$ cat config.mk
export PLATFORM = sky130hd
export DESIGN_NAME = dpwr_ctrl
export DESIGN_NICKNAME = d
export VERILOG_FILES = /design/src/hdl/dpwr_pkg.sv /design/src/hdl/dpwr_ctrl.sv
export SDC_FILE = /design/constraint.sdc
export NUM_CORES = 1
export LEC_CHECK = 0
export BUFFER_PORTS_ARGS = -buffer_cell sky130_fd_sc_hd__buf_2
export CAP_MARGIN = 30
export CORE_MARGIN = 5
export CORE_UTILIZATION = 48
export DETAILED_ROUTE_END_ITERATION = 16
export GPL_TIMING_DRIVEN = 0
export PLACE_DENSITY = 0.77
export SYNTH_ARGS = -nofsm -noshare
export SYNTH_HDL_FRONTEND = slang
export SYNTH_SLANG_ARGS = --single-unit
$ cat constraint.sdc
create_clock -name clk_i -period 2 [get_ports clk_i]
set_clock_uncertainty 0.15 [all_clocks]
set_input_delay 0.2 -clock clk_i [delete_from_list [all_inputs] [get_ports clk_i]]
set_output_delay 0.2 -clock clk_i [all_outputs]
set_load 0.03 [all_outputs]
$ cat src/hdl/dpwr_pkg.sv
// Shared types, constants and multiply job table for the dual prediction
// window regression block. No dependencies.
package dpwr_pkg;

  localparam int unsigned WINDOW_MAX_DEF = 32;

  localparam int unsigned SAMPLE_W   = 32;
  localparam int unsigned TIME_W     = 28;
  localparam int unsigned COEF_W     = 48;
  localparam int unsigned ALPHA_W    = 17;
  localparam int unsigned THR_W      = 16;
  localparam int unsigned LEN_W      = 6;
  localparam int unsigned CFG_IDX_W  = 2;
  localparam int unsigned CFG_DATA_W = 17;

  // Q16.16 scale of the intercept and 2^-32 scale of the prediction
  localparam int unsigned ICPT_SHIFT = 16;
  localparam int unsigned PRED_SHIFT = 32;

  localparam logic [ALPHA_W-1:0] ALPHA_ONE = 17'd65536;
  localparam logic [ALPHA_W-1:0] ALPHA_RST = 17'd16384;
  localparam logic [THR_W-1:0]   THR_RST   = 16'd2;
  localparam logic [LEN_W-1:0]   LEN_RST   = 6'd20;
  localparam logic [LEN_W-1:0]   LEN_MIN   = 6'd2;

  typedef enum logic [CFG_IDX_W-1:0] {
    REG_ALPHA      = 2'd0,
    REG_THRESHOLD  = 2'd1,
    REG_WINDOW_LEN = 2'd2
  } cfg_reg_e;

  // multiplicand / multiplier / accumulator start / result destination
  typedef enum logic [2:0] {
    OPA_SXX, OPA_SX, OPA_SXY, OPA_SENT_SLOPE, OPA_DIFF_SLOPE
  } opa_e;

  typedef enum logic [1:0] {
    OPB_N, OPB_SX, OPB_SY, OPB_TIME
  } opb_e;

  typedef enum logic [1:0] {
    INIT_ZERO, INIT_KEEP, INIT_SENT_ICPT, INIT_DIFF_ICPT
  } init_e;

  typedef enum logic [2:0] {
    CAP_NONE, CAP_DEN, CAP_NK, CAP_NM, CAP_PS, CAP_DIFF
  } cap_e;

  typedef logic [2:0] job_idx_t;

  localparam job_idx_t JOB_DEN_A     = 3'd0;
  localparam job_idx_t JOB_DEN_B     = 3'd1;
  localparam job_idx_t JOB_NK_A      = 3'd2;
  localparam job_idx_t JOB_NK_B      = 3'd3;
  localparam job_idx_t JOB_NM_A      = 3'd4;
  localparam job_idx_t JOB_NM_B      = 3'd5;
  localparam job_idx_t JOB_PRED_SENT = 3'd6;
  localparam job_idx_t JOB_PRED_DIFF = 3'd7;

  typedef struct packed {
    opa_e  opa;
    opb_e  opb;
    init_e init;
    logic  neg;
    cap_e  cap;
  } mul_job_t;

  // D = n*Sxx - Sx*Sx, nk = n*Sxy - Sx*Sy, nm = Sy*Sxx - Sx*Sxy,
  // Psent = sent_slope*t + sent_icpt<<16, diff = dslope*t + dicpt<<16
  function automatic mul_job_t mul_job(input job_idx_t idx);
    mul_job_t j;
    j = '{opa: OPA_SXX, opb: OPB_N, init: INIT_ZERO, neg: 1'b0, cap: CAP_NONE};
    unique case (idx)
      JOB_DEN_A:     j = '{OPA_SXX, OPB_N, INIT_ZERO, 1'b0, CAP_NONE};
      JOB_DEN_B:     j = '{OPA_SX, OPB_SX, INIT_KEEP, 1'b1, CAP_DEN};
      JOB_NK_A:      j = '{OPA_SXY, OPB_N, INIT_ZERO, 1'b0, CAP_NONE};
      JOB_NK_B:      j = '{OPA_SX, OPB_SY, INIT_KEEP, 1'b1, CAP_NK};
      JOB_NM_A:      j = '{OPA_SXX, OPB_SY, INIT_ZERO, 1'b0, CAP_NONE};
      JOB_NM_B:      j = '{OPA_SXY, OPB_SX, INIT_KEEP, 1'b1, CAP_NM};
      JOB_PRED_SENT: j = '{OPA_SENT_SLOPE, OPB_TIME, INIT_SENT_ICPT, 1'b0, CAP_PS};
      JOB_PRED_DIFF: j = '{OPA_DIFF_SLOPE, OPB_TIME, INIT_DIFF_ICPT, 1'b0, CAP_DIFF};
      default:       j = '{OPA_SXX, OPB_N, INIT_ZERO, 1'b0, CAP_NONE};
    endcase
    return j;
  endfunction

  typedef struct packed {
    logic     load_in;
    logic     smooth_mul;
    logic     smooth_sum;
    logic     store;
    logic     sum_clr;
    logic     sum_rd;
    logic     sum_mul;
    logic     sum_acc;
    logic     mul_start;
    job_idx_t job_idx;
    logic     div_start;
    logic     div_icpt;
    logic     out_load;
  } cmd_t;

  typedef struct packed {
    logic warm;
    logic sum_last;
    logic mul_done;
    logic div_done;
    logic den_zero;
    logic emit;
    logic out_busy;
  } sts_t;

endpackage

$ cat src/hdl/dpwr_ctrl.sv
// Sequencer for the dual prediction window regression block.
// Depends on dpwr_pkg; drives commands to dpwr_datapath.
module dpwr_ctrl import dpwr_pkg::*; (
  input  logic clk_i,
  input  logic rst_ni,
  input  logic in_valid_i,
  input  sts_t sts_i,
  output logic in_stall_o,
  output cmd_t cmd_o
);

  typedef enum logic [3:0] {
    ST_IDLE, ST_SMOOTH_MUL, ST_SMOOTH_SUM, ST_STORE, ST_SUM_RD, ST_SUM_MUL,
    ST_SUM_ACC, ST_JOB_GO, ST_JOB_WAIT, ST_DIV_GO, ST_DIV_WAIT, ST_DECIDE
  } state_e;

  state_e   state_q, state_d;
  job_idx_t job_q, job_d;
  logic     div_icpt_q, div_icpt_d;

  always_comb begin
    state_d        = state_q;
    job_d          = job_q;
    div_icpt_d     = div_icpt_q;
    cmd_o          = '0;
    cmd_o.job_idx  = job_q;
    cmd_o.div_icpt = div_icpt_q;
    unique case (state_q)
      ST_IDLE: begin
        if (in_valid_i) begin
          cmd_o.load_in = 1'b1;
          state_d       = ST_SMOOTH_MUL;
        end
      end
      ST_SMOOTH_MUL: begin
        cmd_o.smooth_mul = 1'b1;
        state_d          = ST_SMOOTH_SUM;
      end
      ST_SMOOTH_SUM: begin
        cmd_o.smooth_sum = 1'b1;
        state_d          = ST_STORE;
      end
      ST_STORE: begin
        cmd_o.store   = 1'b1;
        cmd_o.sum_clr = 1'b1;
        state_d       = sts_i.warm ? ST_IDLE : ST_SUM_RD;
      end
      ST_SUM_RD: begin
        cmd_o.sum_rd = 1'b1;
        state_d      = ST_SUM_MUL;
      end
      ST_SUM_MUL: begin
        cmd_o.sum_mul = 1'b1;
        state_d       = ST_SUM_ACC;
      end
      ST_SUM_ACC: begin
        cmd_o.sum_acc = 1'b1;
        if (sts_i.sum_last) begin
          job_d   = JOB_DEN_A;
          state_d = ST_JOB_GO;
        end else begin
          state_d = ST_SUM_RD;
        end
      end
      ST_JOB_GO: begin
        cmd_o.mul_start = 1'b1;
        state_d         = ST_JOB_WAIT;
      end
      ST_JOB_WAIT: begin
        if (sts_i.mul_done) begin
          if (job_q == JOB_NM_B) begin
            if (sts_i.den_zero) begin
              // singular fit: keep the old line, go straight to prediction
              job_d   = JOB_PRED_SENT;
              state_d = ST_JOB_GO;
            end else begin
              div_icpt_d = 1'b0;
              state_d    = ST_DIV_GO;
            end
          end else if (job_q == JOB_PRED_DIFF) begin
            state_d = ST_DECIDE;
          end else begin
            job_d   = 3'(job_q + 3'd1);
            state_d = ST_JOB_GO;
          end
        end
      end
      ST_DIV_GO: begin
        cmd_o.div_start = 1'b1;
        state_d         = ST_DIV_WAIT;
      end
      ST_DIV_WAIT: begin
        if (sts_i.div_done) begin
          if (!div_icpt_q) begin
            div_icpt_d = 1'b1;
            state_d    = ST_DIV_GO;
          end else begin
            job_d   = JOB_PRED_SENT;
            state_d = ST_JOB_GO;
          end
        end
      end
      ST_DECIDE: begin
        if (!sts_i.emit) begin
          state_d = ST_IDLE;
        end else if (!sts_i.out_busy) begin
          cmd_o.out_load = 1'b1;
          state_d        = ST_IDLE;
        end
      end
      default: state_d = ST_IDLE;
    endcase
  end

  always_ff @(posedge clk_i or negedge rst_ni) begin
    if (!rst_ni) begin
      state_q    <= ST_IDLE;
      job_q      <= JOB_DEN_A;
      div_icpt_q <= 1'b0;
    end else begin
      state_q    <= state_d;
      job_q      <= job_d;
      div_icpt_q <= div_icpt_d;
    end
  end

  assign in_stall_o = (state_q != ST_IDLE);

endmodule

==> impl_metrics.env, run 1 <==
export IMPL_status="finished, final reports clean"
export IMPL_slew_headroom_pct=77.2
export IMPL_place_area_um2=902
export IMPL_yosysTopAreaCellShare_pct=26.4
export IMPL_cts_buffer_depth=2
export IMPL_p_leak_nw=0.479
export IMPL_wirelength_um=1720
export IMPL_synthMuxAreaShare_pct=6.78
export IMPL_holdPathEnd="div_icpt_q"
export IMPL_cts_resized=0
export IMPL_crit_chain="buf_6 > or4_4 > nor2_1 > buf_2"
export IMPL_endpoint_kind="output pin"
export IMPL_coreArea_um2=1510
export IMPL_period_needed_ps=1900
export IMPL_synth_adder_area_share_pct=4.96
export IMPL_synth_edf_count=0
export IMPL_synth_xor_area_share_pct=0
export IMPL_die_x_um=49.7
export IMPL_cts_tree="yes"
export IMPL_rrSetupSlack_ps=120
export IMPL_areaGrowthSynthToFinish_pct=23.5
export IMPL_setup_slack_ps=95.8
export IMPL_drt_pass1_iterations=4
export IMPL_whs_ps=121
export IMPL_power_density_nw_per_um2=1490
export IMPL_startpoint="state_q[0]"
export IMPL_initial_utilization_pct=50.2
export IMPL_ys_types=35
export IMPL_nets=134
export IMPL_insertion_delay_ps=250
export IMPL_grt_overflow=0
export IMPL_tightest_slew_ps=339
export IMPL_synth_top_family_by_area="simple AND/OR/NAND/NOR gates"
export IMPL_yosysMostFrequentCell="nor2_1"
export IMPL_finalSetupTns_ps=0
export IMPL_ys_seq_elements=8
export IMPL_synth_area_leaders="dfrtp_1 (26%), mux2i_1 (5.3%), ha_1 (5.0%)"
export IMPL_yosysSeqAreaShare_pct=26.4
export IMPL_syn_inst=90
export IMPL_cts_sinks=8
export IMPL_critPathRequiredTime_ps=1650
export IMPL_period_share_pct=95.2
export IMPL_port_buffers=25
export IMPL_drive_gt1_share_pct=35.3
export IMPL_stdcell_area_um2=935
export IMPL_rsz0062_at_grt="false"
export IMPL_vias=738
export IMPL_die_area_um2=2470
export IMPL_syn_nets=103
export IMPL_multiInputGateArea_um2=492
export IMPL_antenna_found_initial=0
export IMPL_root_buffer="clkbuf_4"
export IMPL_max_cap_violations=0
export IMPL_cp_max_fo=10
export IMPL_route_detailed_drc=0
export IMPL_dp_worst_setup_slack_ps=124
export IMPL_yosys_warnings=0
export IMPL_dpl_hpwl_um=1390
export IMPL_total_power_mw=1.40
export IMPL_irDropWorstVdd_v=0.000782
export IMPL_synth_top_area_cell="dfrtp_1"
export IMPL_die_h_um=49.7
export IMPL_crit_path_max_incr_delay_ps=510
export IMPL_r2r_end="state_q[2]"
export IMPL_cts_made_buffers=3
export IMPL_synth_compound_area_share_pct=21.0
export IMPL_avgViaCountPerCell=5.47
export IMPL_cts_setup_buffers=0
export IMPL_path_clk_slew_ps=50
export IMPL_syn_area_um2=757
export IMPL_r2r_cells=6
export IMPL_hp_start="sts_i[3]"
export IMPL_yosys_area_share_simple_pct=32.2
export IMPL_htree_levels=1
export IMPL_drv_slew=0
export IMPL_hold_viol=0
export IMPL_row_count=14
export IMPL_drtIter0Drc=17
export IMPL_worstPathArrival_ps=1550
export IMPL_worstHoldPathType="in -> reg"
export IMPL_hold_depth=3
export IMPL_grt_pass1_vias=671
export IMPL_gp_congestion=0.871
export IMPL_nFillCells=140
export IMPL_r2r_start="job_q[0]"
export IMPL_grt_max_degree=11
export IMPL_syn_area_per_cell_um2=8.41
export IMPL_ant_nets=0
export IMPL_yosys_top_cells_count="nor2_1 (9), dfrtp_1 (8), nand2_1 (7), nand2b_1 (6)"
export IMPL_antenna_cells=0
export IMPL_hold_buffers=1
export IMPL_ios=26
export IMPL_grt_pass1_wl_um=2860
export IMPL_seq_area_um2=200
export IMPL_crit_slowest_cell="or4_4"
export IMPL_synthFlopType="dfrtp_1"
export IMPL_finalSetupViolCount=0
export IMPL_crit_type="reg -> out"
export IMPL_start_kind="flop"
export IMPL_wl_per_cell_um=12.7
export IMPL_fmax_mhz=525
export IMPL_grtUsageTotal_pct=14.1
export IMPL_ys_async_sr_fraction_pct=100
cell type report:
| class | instances | share of cell area, % |
|---|---|---|
| Tap cell | 16 | 2.14 |
| Inverter | 5 | 2.01 |
| Buffer | 6 | 4.95 |
| Timing Repair Buffer | 26 | 14.5 |
| Sequential cell | 8 | 21.4 |
| Clock buffer | 3 | 2.41 |
| Multi-Input combinational cell | 71 | 52.6 |
layout by cell type, fill, tap and decap left out, types with 2 or more instances in the layout:
master and count:
or3_1 2, nor2b_1 3, buf_2 26, nor2_1 9, dfrtp_1 8, inv_1 5
nand2b_1 6, nand3_1 2, and2_1 2, o21ai_0 5, buf_4 4, nor3_1 5
mux2i_1 4, nand2_1 7, ha_1 3, clkbuf_4 3, a21oi_1 5
how the worst max path moves through the flow:
stage	endpoint	slack [ps]	cells past startpoint
6_report	cmd_o[14]	100	4
5_1_grt	cmd_o[11]	20	4
4_1_cts	cmd_o[14]	80	4
3_5_place_dp	state_q[2]	120	6
3_3_place_gp	state_q[2]	140	6
2_1_floorplan	cmd_o[11]	60	3
layer usage:
metal  up-vias  global-route usage [%]  part of all wire (%)  wire length, um
met4         0                    6.55                   1.8               31
met2        24                    22.5                    48              832
met5         -                       0                     0                0
met3         4                   0.904                   6.8              116
li1        379                       -                     -                -
met1       331                    19.2                    43              736
power breakdown:
part           internal, mW  switching [mW]
registers             0.223          0.0690
logic                 0.374           0.613
clock network        0.0682          0.0486
critical path, delay by kind of cell (launching register included):
family | cells | cell delay [ps]
and+or+nand+nor | 2 | 600
DFF | 1 | 370
buffers and inverters | 2 | 340
stage by stage:
step           util, %  std cells
6_report          62.0        135
4_1_cts           62.0        135
5_1_grt           62.0        135
2_1_floorplan        -         90
3_5_place_dp      59.9        131
3_3_place_gp      59.9        131
state kept, by name (all words and copies together), names as in the netlist:
| name | count |
|---|---|
| div_icpt_q | 1 |
| job_q | 3 |
| state_q | 4 |
cells by family after synthesis:
logic type      count (synthesis)
flops                           8
buf+inv                        11
simple gates                   43
fa+ha+maj                       3
mux                             5
compound gates                 20
Note: power is estimated with default switching activity, not from simulation.
==> inputs of run 2 (changes only) <==
--- a/config.mk
+++ b/config.mk
@@ -10,7 +10,6 @@
 export CORE_MARGIN = 5
 export CORE_UTILIZATION = 48
 export DETAILED_ROUTE_END_ITERATION = 16
-export GPL_TIMING_DRIVEN = 0
 export PLACE_DENSITY = 0.77
 export SYNTH_ARGS = -nofsm -noshare
 export SYNTH_HDL_FRONTEND = slang
==> run 2 against run 1 <==
  * Cell area down 0.54%
  * Sequential share of layout area up 0.25 points
  * Die area unchanged
  * Core utilization down 0.33 points
  * Non-clock buffer count down 1
  * Global-route usage up 1.6 points
  * First-iteration DRC count down 24%
  * Critical path type unchanged
  * Critical endpoint unchanged
  * Largest power group unchanged
==> impl_metrics.env, run 2 (same netlist as run 1, synthesis figures left out) <==
export IMPL_status="finished, final reports clean"
export IMPL_antenna_cells=0
export IMPL_use_met2_pct=27.3
export IMPL_path_clk_slew_ps=60
export IMPL_rrSetupSlack_ps=150
export IMPL_period_share_pct=96.4
export IMPL_hp_start="sts_i[3]"
export IMPL_cts_setup_buffers=0
export IMPL_fmax_mhz=519
export IMPL_die_x_um=49.7
export IMPL_finalSetupViolCount=0
export IMPL_drive_gt1_share_pct=35.6
export IMPL_die_h_um=49.7
export IMPL_gp_congestion=0.823
export IMPL_dpl_hpwl_um=1480
export IMPL_p_leak_nw=0.470
export IMPL_route_detailed_drc=0
export IMPL_crit_family="simple AND/OR/NAND/NOR gates"
export IMPL_crit_chain="or4_4 > nor2_1 > clkbuf_4"
export IMPL_tightest_slew_ps=336
export IMPL_largest_register="state_q"
export IMPL_whs_ps=76.0
export IMPL_htree_levels=1
export IMPL_slew_headroom_pct=77.6
export IMPL_avgViaCountPerCell=5.51
export IMPL_nFillCells=134
export IMPL_worstHoldPathType="in -> reg"
export IMPL_critPathBufInv=1
export IMPL_irDropWorstVdd_v=0.000643
export IMPL_r2r_start="job_q[0]"
export IMPL_endpoint_kind="output pin"
export IMPL_coreArea_um2=1510
export IMPL_hold_viol=0
export IMPL_largestRegisters="state_q x4, job_q x3, div_icpt_q x1"
export IMPL_globalRouteMet3Util_pct=4.52
export IMPL_final_cell_count_no_fill=134
export IMPL_largest_reg_flops=4
export IMPL_grt_pass1_vias=692
export IMPL_top_usage_layer="met2"
export IMPL_nets=133
export IMPL_power_density_nw_per_um2=1500
export IMPL_final_common_cell="buf_2"
export IMPL_cts_sinks=8
export IMPL_crit_path_max_incr_delay_ps=590
export IMPL_worstPathArrival_ps=1580
export IMPL_holdPathEnd="div_icpt_q"
export IMPL_row_count=14
export IMPL_grt_pass1_wl_um=3090
export IMPL_port_buffers=25
export IMPL_drtIter0Drc=13
export IMPL_layout_common_cells="buf_2 (24), nor2_1 (9), nand2_1 (7), dfrtp_1 (7), nand2b_1 (6)"
export IMPL_period_needed_ps=1930
export IMPL_grt_overflow=0
export IMPL_setup_slack_ps=72.1
export IMPL_insertion_delay_ps=250
export IMPL_cts_buffer_depth=2
export IMPL_vias=739
export IMPL_ant_nets=0
export IMPL_wl_per_cell_um=13.7
export IMPL_antenna_found_initial=0
export IMPL_initial_utilization_pct=50.2
export IMPL_cts_made_buffers=3
export IMPL_crit_slowest_cell="or4_4"
export IMPL_crit_type="reg -> out"
export IMPL_drt_pass1_iterations=4
export IMPL_grtUsageTotal_pct=15.7
export IMPL_start_kind="flop"
export IMPL_drv_slew=0
export IMPL_dp_cells=130
export IMPL_dp_worst_setup_slack_ps=146
export IMPL_wirelength_um=1830
export IMPL_root_buffer="clkbuf_4"
export IMPL_total_power_mw=1.40
export IMPL_cp_max_fo=8
export IMPL_die_area_um2=2470
export IMPL_areaGrowthSynthToFinish_pct=22.8
export IMPL_grt_max_degree=11
export IMPL_max_cap_violations=0
export IMPL_r2r_cells=6
export IMPL_ios=26
export IMPL_critPathRequiredTime_ps=1650
export IMPL_finalSetupTns_ps=0
export IMPL_grt_util_met1_pct=18.7
export IMPL_cts_tree="yes"
export IMPL_r2r_end="state_q[2]"
export IMPL_hold_depth=3
==> run 2: cell types whose count changed in the layout (fill, tap and decap cells not counted) <==
cell and delta:
dfrtp_1 -1, dfrtp_2 +1, buf_4 +1, clkbuf_4 +1
buf_2 -2, buf_6 -1
==> run 2: what timing repair did <==
item | CTS | global route
setup endpoints to repair | 0 | 1
hold endpoints to repair | 8 | 0
hold buffers | 1 | 0
gates resized for setup | 0 | 2
==> run 2: layout make-up <==
class                   count  area, um2  share of cell area, %
multi-input cells          71        492                   52.9
flip-flops and latches      8        201                   21.7
repair buffers             31        175                   18.8
clock buffers               3       22.5                   2.42
well taps                  16       20.0                   2.15
inverters                   5       18.8                   2.02
==> run 2: per-stage QoR <==
step,instance area [um2],utilization (%)
after global placement,893,59.3
after CTS,926,61.5
after detailed placement,893,59.3
after global routing,930,61.7
after floorplan,757,-
final,930,61.7
==> run 2: worst max-delay path by stage <==
stage	to	slack (ps)	depth (start not counted)	start
6_report	cmd_o[14]	70	3	state_q[2]
5_1_grt	cmd_o[14]	-0.7	3	state_q[2]
4_1_cts	cmd_o[14]	20	3	state_q[0]
3_5_place_dp	state_q[2]	150	6	job_q[0]
3_3_place_gp	state_q[2]	210	6	job_q[0]
2_1_floorplan	cmd_o[11]	60	3	state_q[2]
==> run 2: worst min-delay path, stage by stage <==
cell	delay, ps
buf_2	100
a21oi_1	60
nor2_1	90
==> run 2: report_power, final <==
group          total, mW  switching, mW  internal [mW]
clock              0.124         0.0554         0.0687
sequential         0.345          0.120          0.224
combinational      0.928          0.557          0.371
total               1.40          0.732          0.664
==> run 2: routing by layer <==
| metal | up-vias | part of all wire [%] |
|---|---|---|
| li1 | 374 | - |
| met1 | 339 | 41 |
| met2 | 24 | 51 |
| met3 | 2 | 7.4 |
| met4 | 0 | 0.44 |
| met5 | - | 0 |
==> inputs of run 3 (changes only) <==
--- a/config.mk
+++ b/config.mk
@@ -7,10 +7,13 @@
 export LEC_CHECK = 0
 export BUFFER_PORTS_ARGS = -buffer_cell sky130_fd_sc_hd__buf_2
 export CAP_MARGIN = 30
+export CELL_PAD_IN_SITES_DETAIL_PLACEMENT = 1
+export CELL_PAD_IN_SITES_GLOBAL_PLACEMENT = 1
+export CORE_ASPECT_RATIO = 1.4
 export CORE_MARGIN = 5
-export CORE_UTILIZATION = 48
+export CORE_UTILIZATION = 35
 export DETAILED_ROUTE_END_ITERATION = 16
-export PLACE_DENSITY = 0.77
+export PLACE_DENSITY_LB_ADDON = 0.1
 export SYNTH_ARGS = -nofsm -noshare
 export SYNTH_HDL_FRONTEND = slang
 export SYNTH_SLANG_ARGS = --single-unit
==> run 3 against run 2 <==
  * Sequential cell count did not move
  * Register-to-register slack got worse by 30 ps
  * Cell area rose by 5.1%
  * Sequential share of layout area fell by 0.80 points
  * Critical path type unchanged
==> impl_metrics.env, run 3 (same netlist as run 1, synthesis figures left out) <==
export IMPL_dp_worst_setup_slack_ps=105
export IMPL_worstPathArrival_ps=1550
export IMPL_hold_viol=0
export IMPL_grt_max_degree=11
export IMPL_worstHoldPathType="in -> reg"
export IMPL_fmax_mhz=527
export IMPL_route_detailed_drc=0
export IMPL_root_buffer="clkbuf_4"
export IMPL_antenna_cells=0
export IMPL_vias=756
export IMPL_crit_type="reg -> out"
export IMPL_die_area_um2=3210
export IMPL_seq_area_um2=204
export IMPL_power_density_nw_per_um2=1510
export IMPL_nets=138
export IMPL_nFillCells=278
export IMPL_insertion_delay_ps=260
export IMPL_p_switching_mw=0.763
export IMPL_row_count=20
export IMPL_period_share_pct=94.9
export IMPL_wirelength_um=2150
export IMPL_initial_utilization_pct=35.6
export IMPL_combinationalPowerShare_pct=69.5
export IMPL_drtIter0Drc=6
export IMPL_die_x_um=49.3
export IMPL_setup_slack_ps=103
export IMPL_die_h_um=65.0
export IMPL_largestRegisters="state_q x4, job_q x3, div_icpt_q x1"
export IMPL_gp_congestion=0.743
export IMPL_period_needed_ps=1900
export IMPL_coreArea_um2=2130
export IMPL_critPathRequiredTime_ps=1650
export IMPL_cts_tree="yes"
export IMPL_drive_gt1_share_pct=39.8
export IMPL_final_common_cell="buf_2"
export IMPL_cts_made_buffers=3
export IMPL_tightest_slew_ps=333
export IMPL_finalSetupViolCount=0
export IMPL_ant_nets=0
export IMPL_cts_buffer_depth=2
export IMPL_avgViaCountPerCell=5.21
export IMPL_p_clk_share_pct=8.5
export IMPL_rsz0062_at_grt="false"
export IMPL_seq_power_share_pct=22.0
export IMPL_cp_max_fo=8
export IMPL_dpl_hpwl_um=1710
export IMPL_areaGrowthSynthToFinish_pct=29.1
export IMPL_wl_per_cell_um=14.8
export IMPL_grt_pass1_wl_um=3840
export IMPL_endpoint_kind="output pin"
export IMPL_cts_sinks=8
export IMPL_rrSetupSlack_ps=120
export IMPL_slew_headroom_pct=77.6
export IMPL_grt_pass1_vias=828
export IMPL_whs_ps=93.0
export IMPL_multiInputGateArea_um2=492
export IMPL_p_int_mw=0.715
export IMPL_ios=26
export IMPL_finalSetupTns_ps=0
export IMPL_largest_register="state_q"
export IMPL_grt_overflow=0
export IMPL_start_kind="flop"
export IMPL_path_clk_slew_ps=60
export IMPL_drv_slew=0
export IMPL_htree_levels=1
export IMPL_p_sw_share_pct=51.6
export IMPL_antenna_found_initial=0
export IMPL_status="finished, final reports clean"
export IMPL_total_power_mw=1.48
export IMPL_drt_pass1_iterations=2
export IMPL_grtUsageTotal_pct=15.2
export IMPL_port_buffers=25
export IMPL_irDropWorstVdd_v=0.000570
export IMPL_layout_common_cells="buf_2 (24), buf_4 (11), nor2_1 (9), nand2_1 (7), nand2b_1 (6)"
export IMPL_max_cap_violations=0
export IMPL_p_leak_nw=0.492
export IMPL_largest_reg_flops=4
[run 3: worst max-delay path, stage by stage, from the launching register on]
cell	delay, ps
dfrtp_2	460
or4_4	560
nor2_1	100
buf_4	160
[run 3: power groups by stage]
stage               registers (mW)  clock network (mW)  logic, mW
floorplan                    0.319                   0      0.731
global placement             0.348                   0      0.945
detailed placement           0.353                   0      0.944
CTS                          0.356               0.137      0.949
global route                 0.341               0.145       1.13
finish                       0.325               0.125       1.03
[run 3: per-layer routing]
layer,share of wire (%),wire length [um],global-route usage (%)
met5,0,0,0
met4,2.3,49,8.08
met3,5.7,122,3.45
met2,53,1130,26.6
met1,39,845,16.5
[run 3: area by class of cell]
class / instances / share of cell area (%)
repair buffers: 36 / 21.8
inverters: 5 / 1.92
flip-flops and latches: 8 / 20.9
multi-input cells: 71 / 50.3
well taps: 22 / 2.82
clock buffers: 3 / 2.30
[run 3: what timing repair did]
action | CTS | global route
hold buffers | 1 | 0
endpoints found under the hold margin | 8 | 0
gates resized for setup | 2 | 3
buffers inserted | 0 | 5
endpoints found under the setup margin | 1 | 2
[run 3: path summary, 6_finish.rpt]
| kind | depth (start not counted) | to | start |
|---|---|---|---|
| max | 3 | cmd_o[14] | state_q[3] |
| min in group asynchronous | 2 | job_q[0] | rst_ni |
| min | 3 | div_icpt_q | sts_i[3] |
| max in group asynchronous | 2 | state_q[2] | rst_ni |
| max reg2reg | 6 | state_q[2] | job_q[0] |
| min reg2reg | 2 | job_q[1] | job_q[1] |
[run 3: through the flow]
step / cells / cell area (um2) / util, %
final: 145 / 977 / 45.9
after global routing: 145 / 977 / 45.9
after CTS: 140 / 936 / 44.0
after detailed placement: 136 / 901 / 42.4
after global placement: 136 / 901 / 42.4
after floorplan: 90 / 757 / -
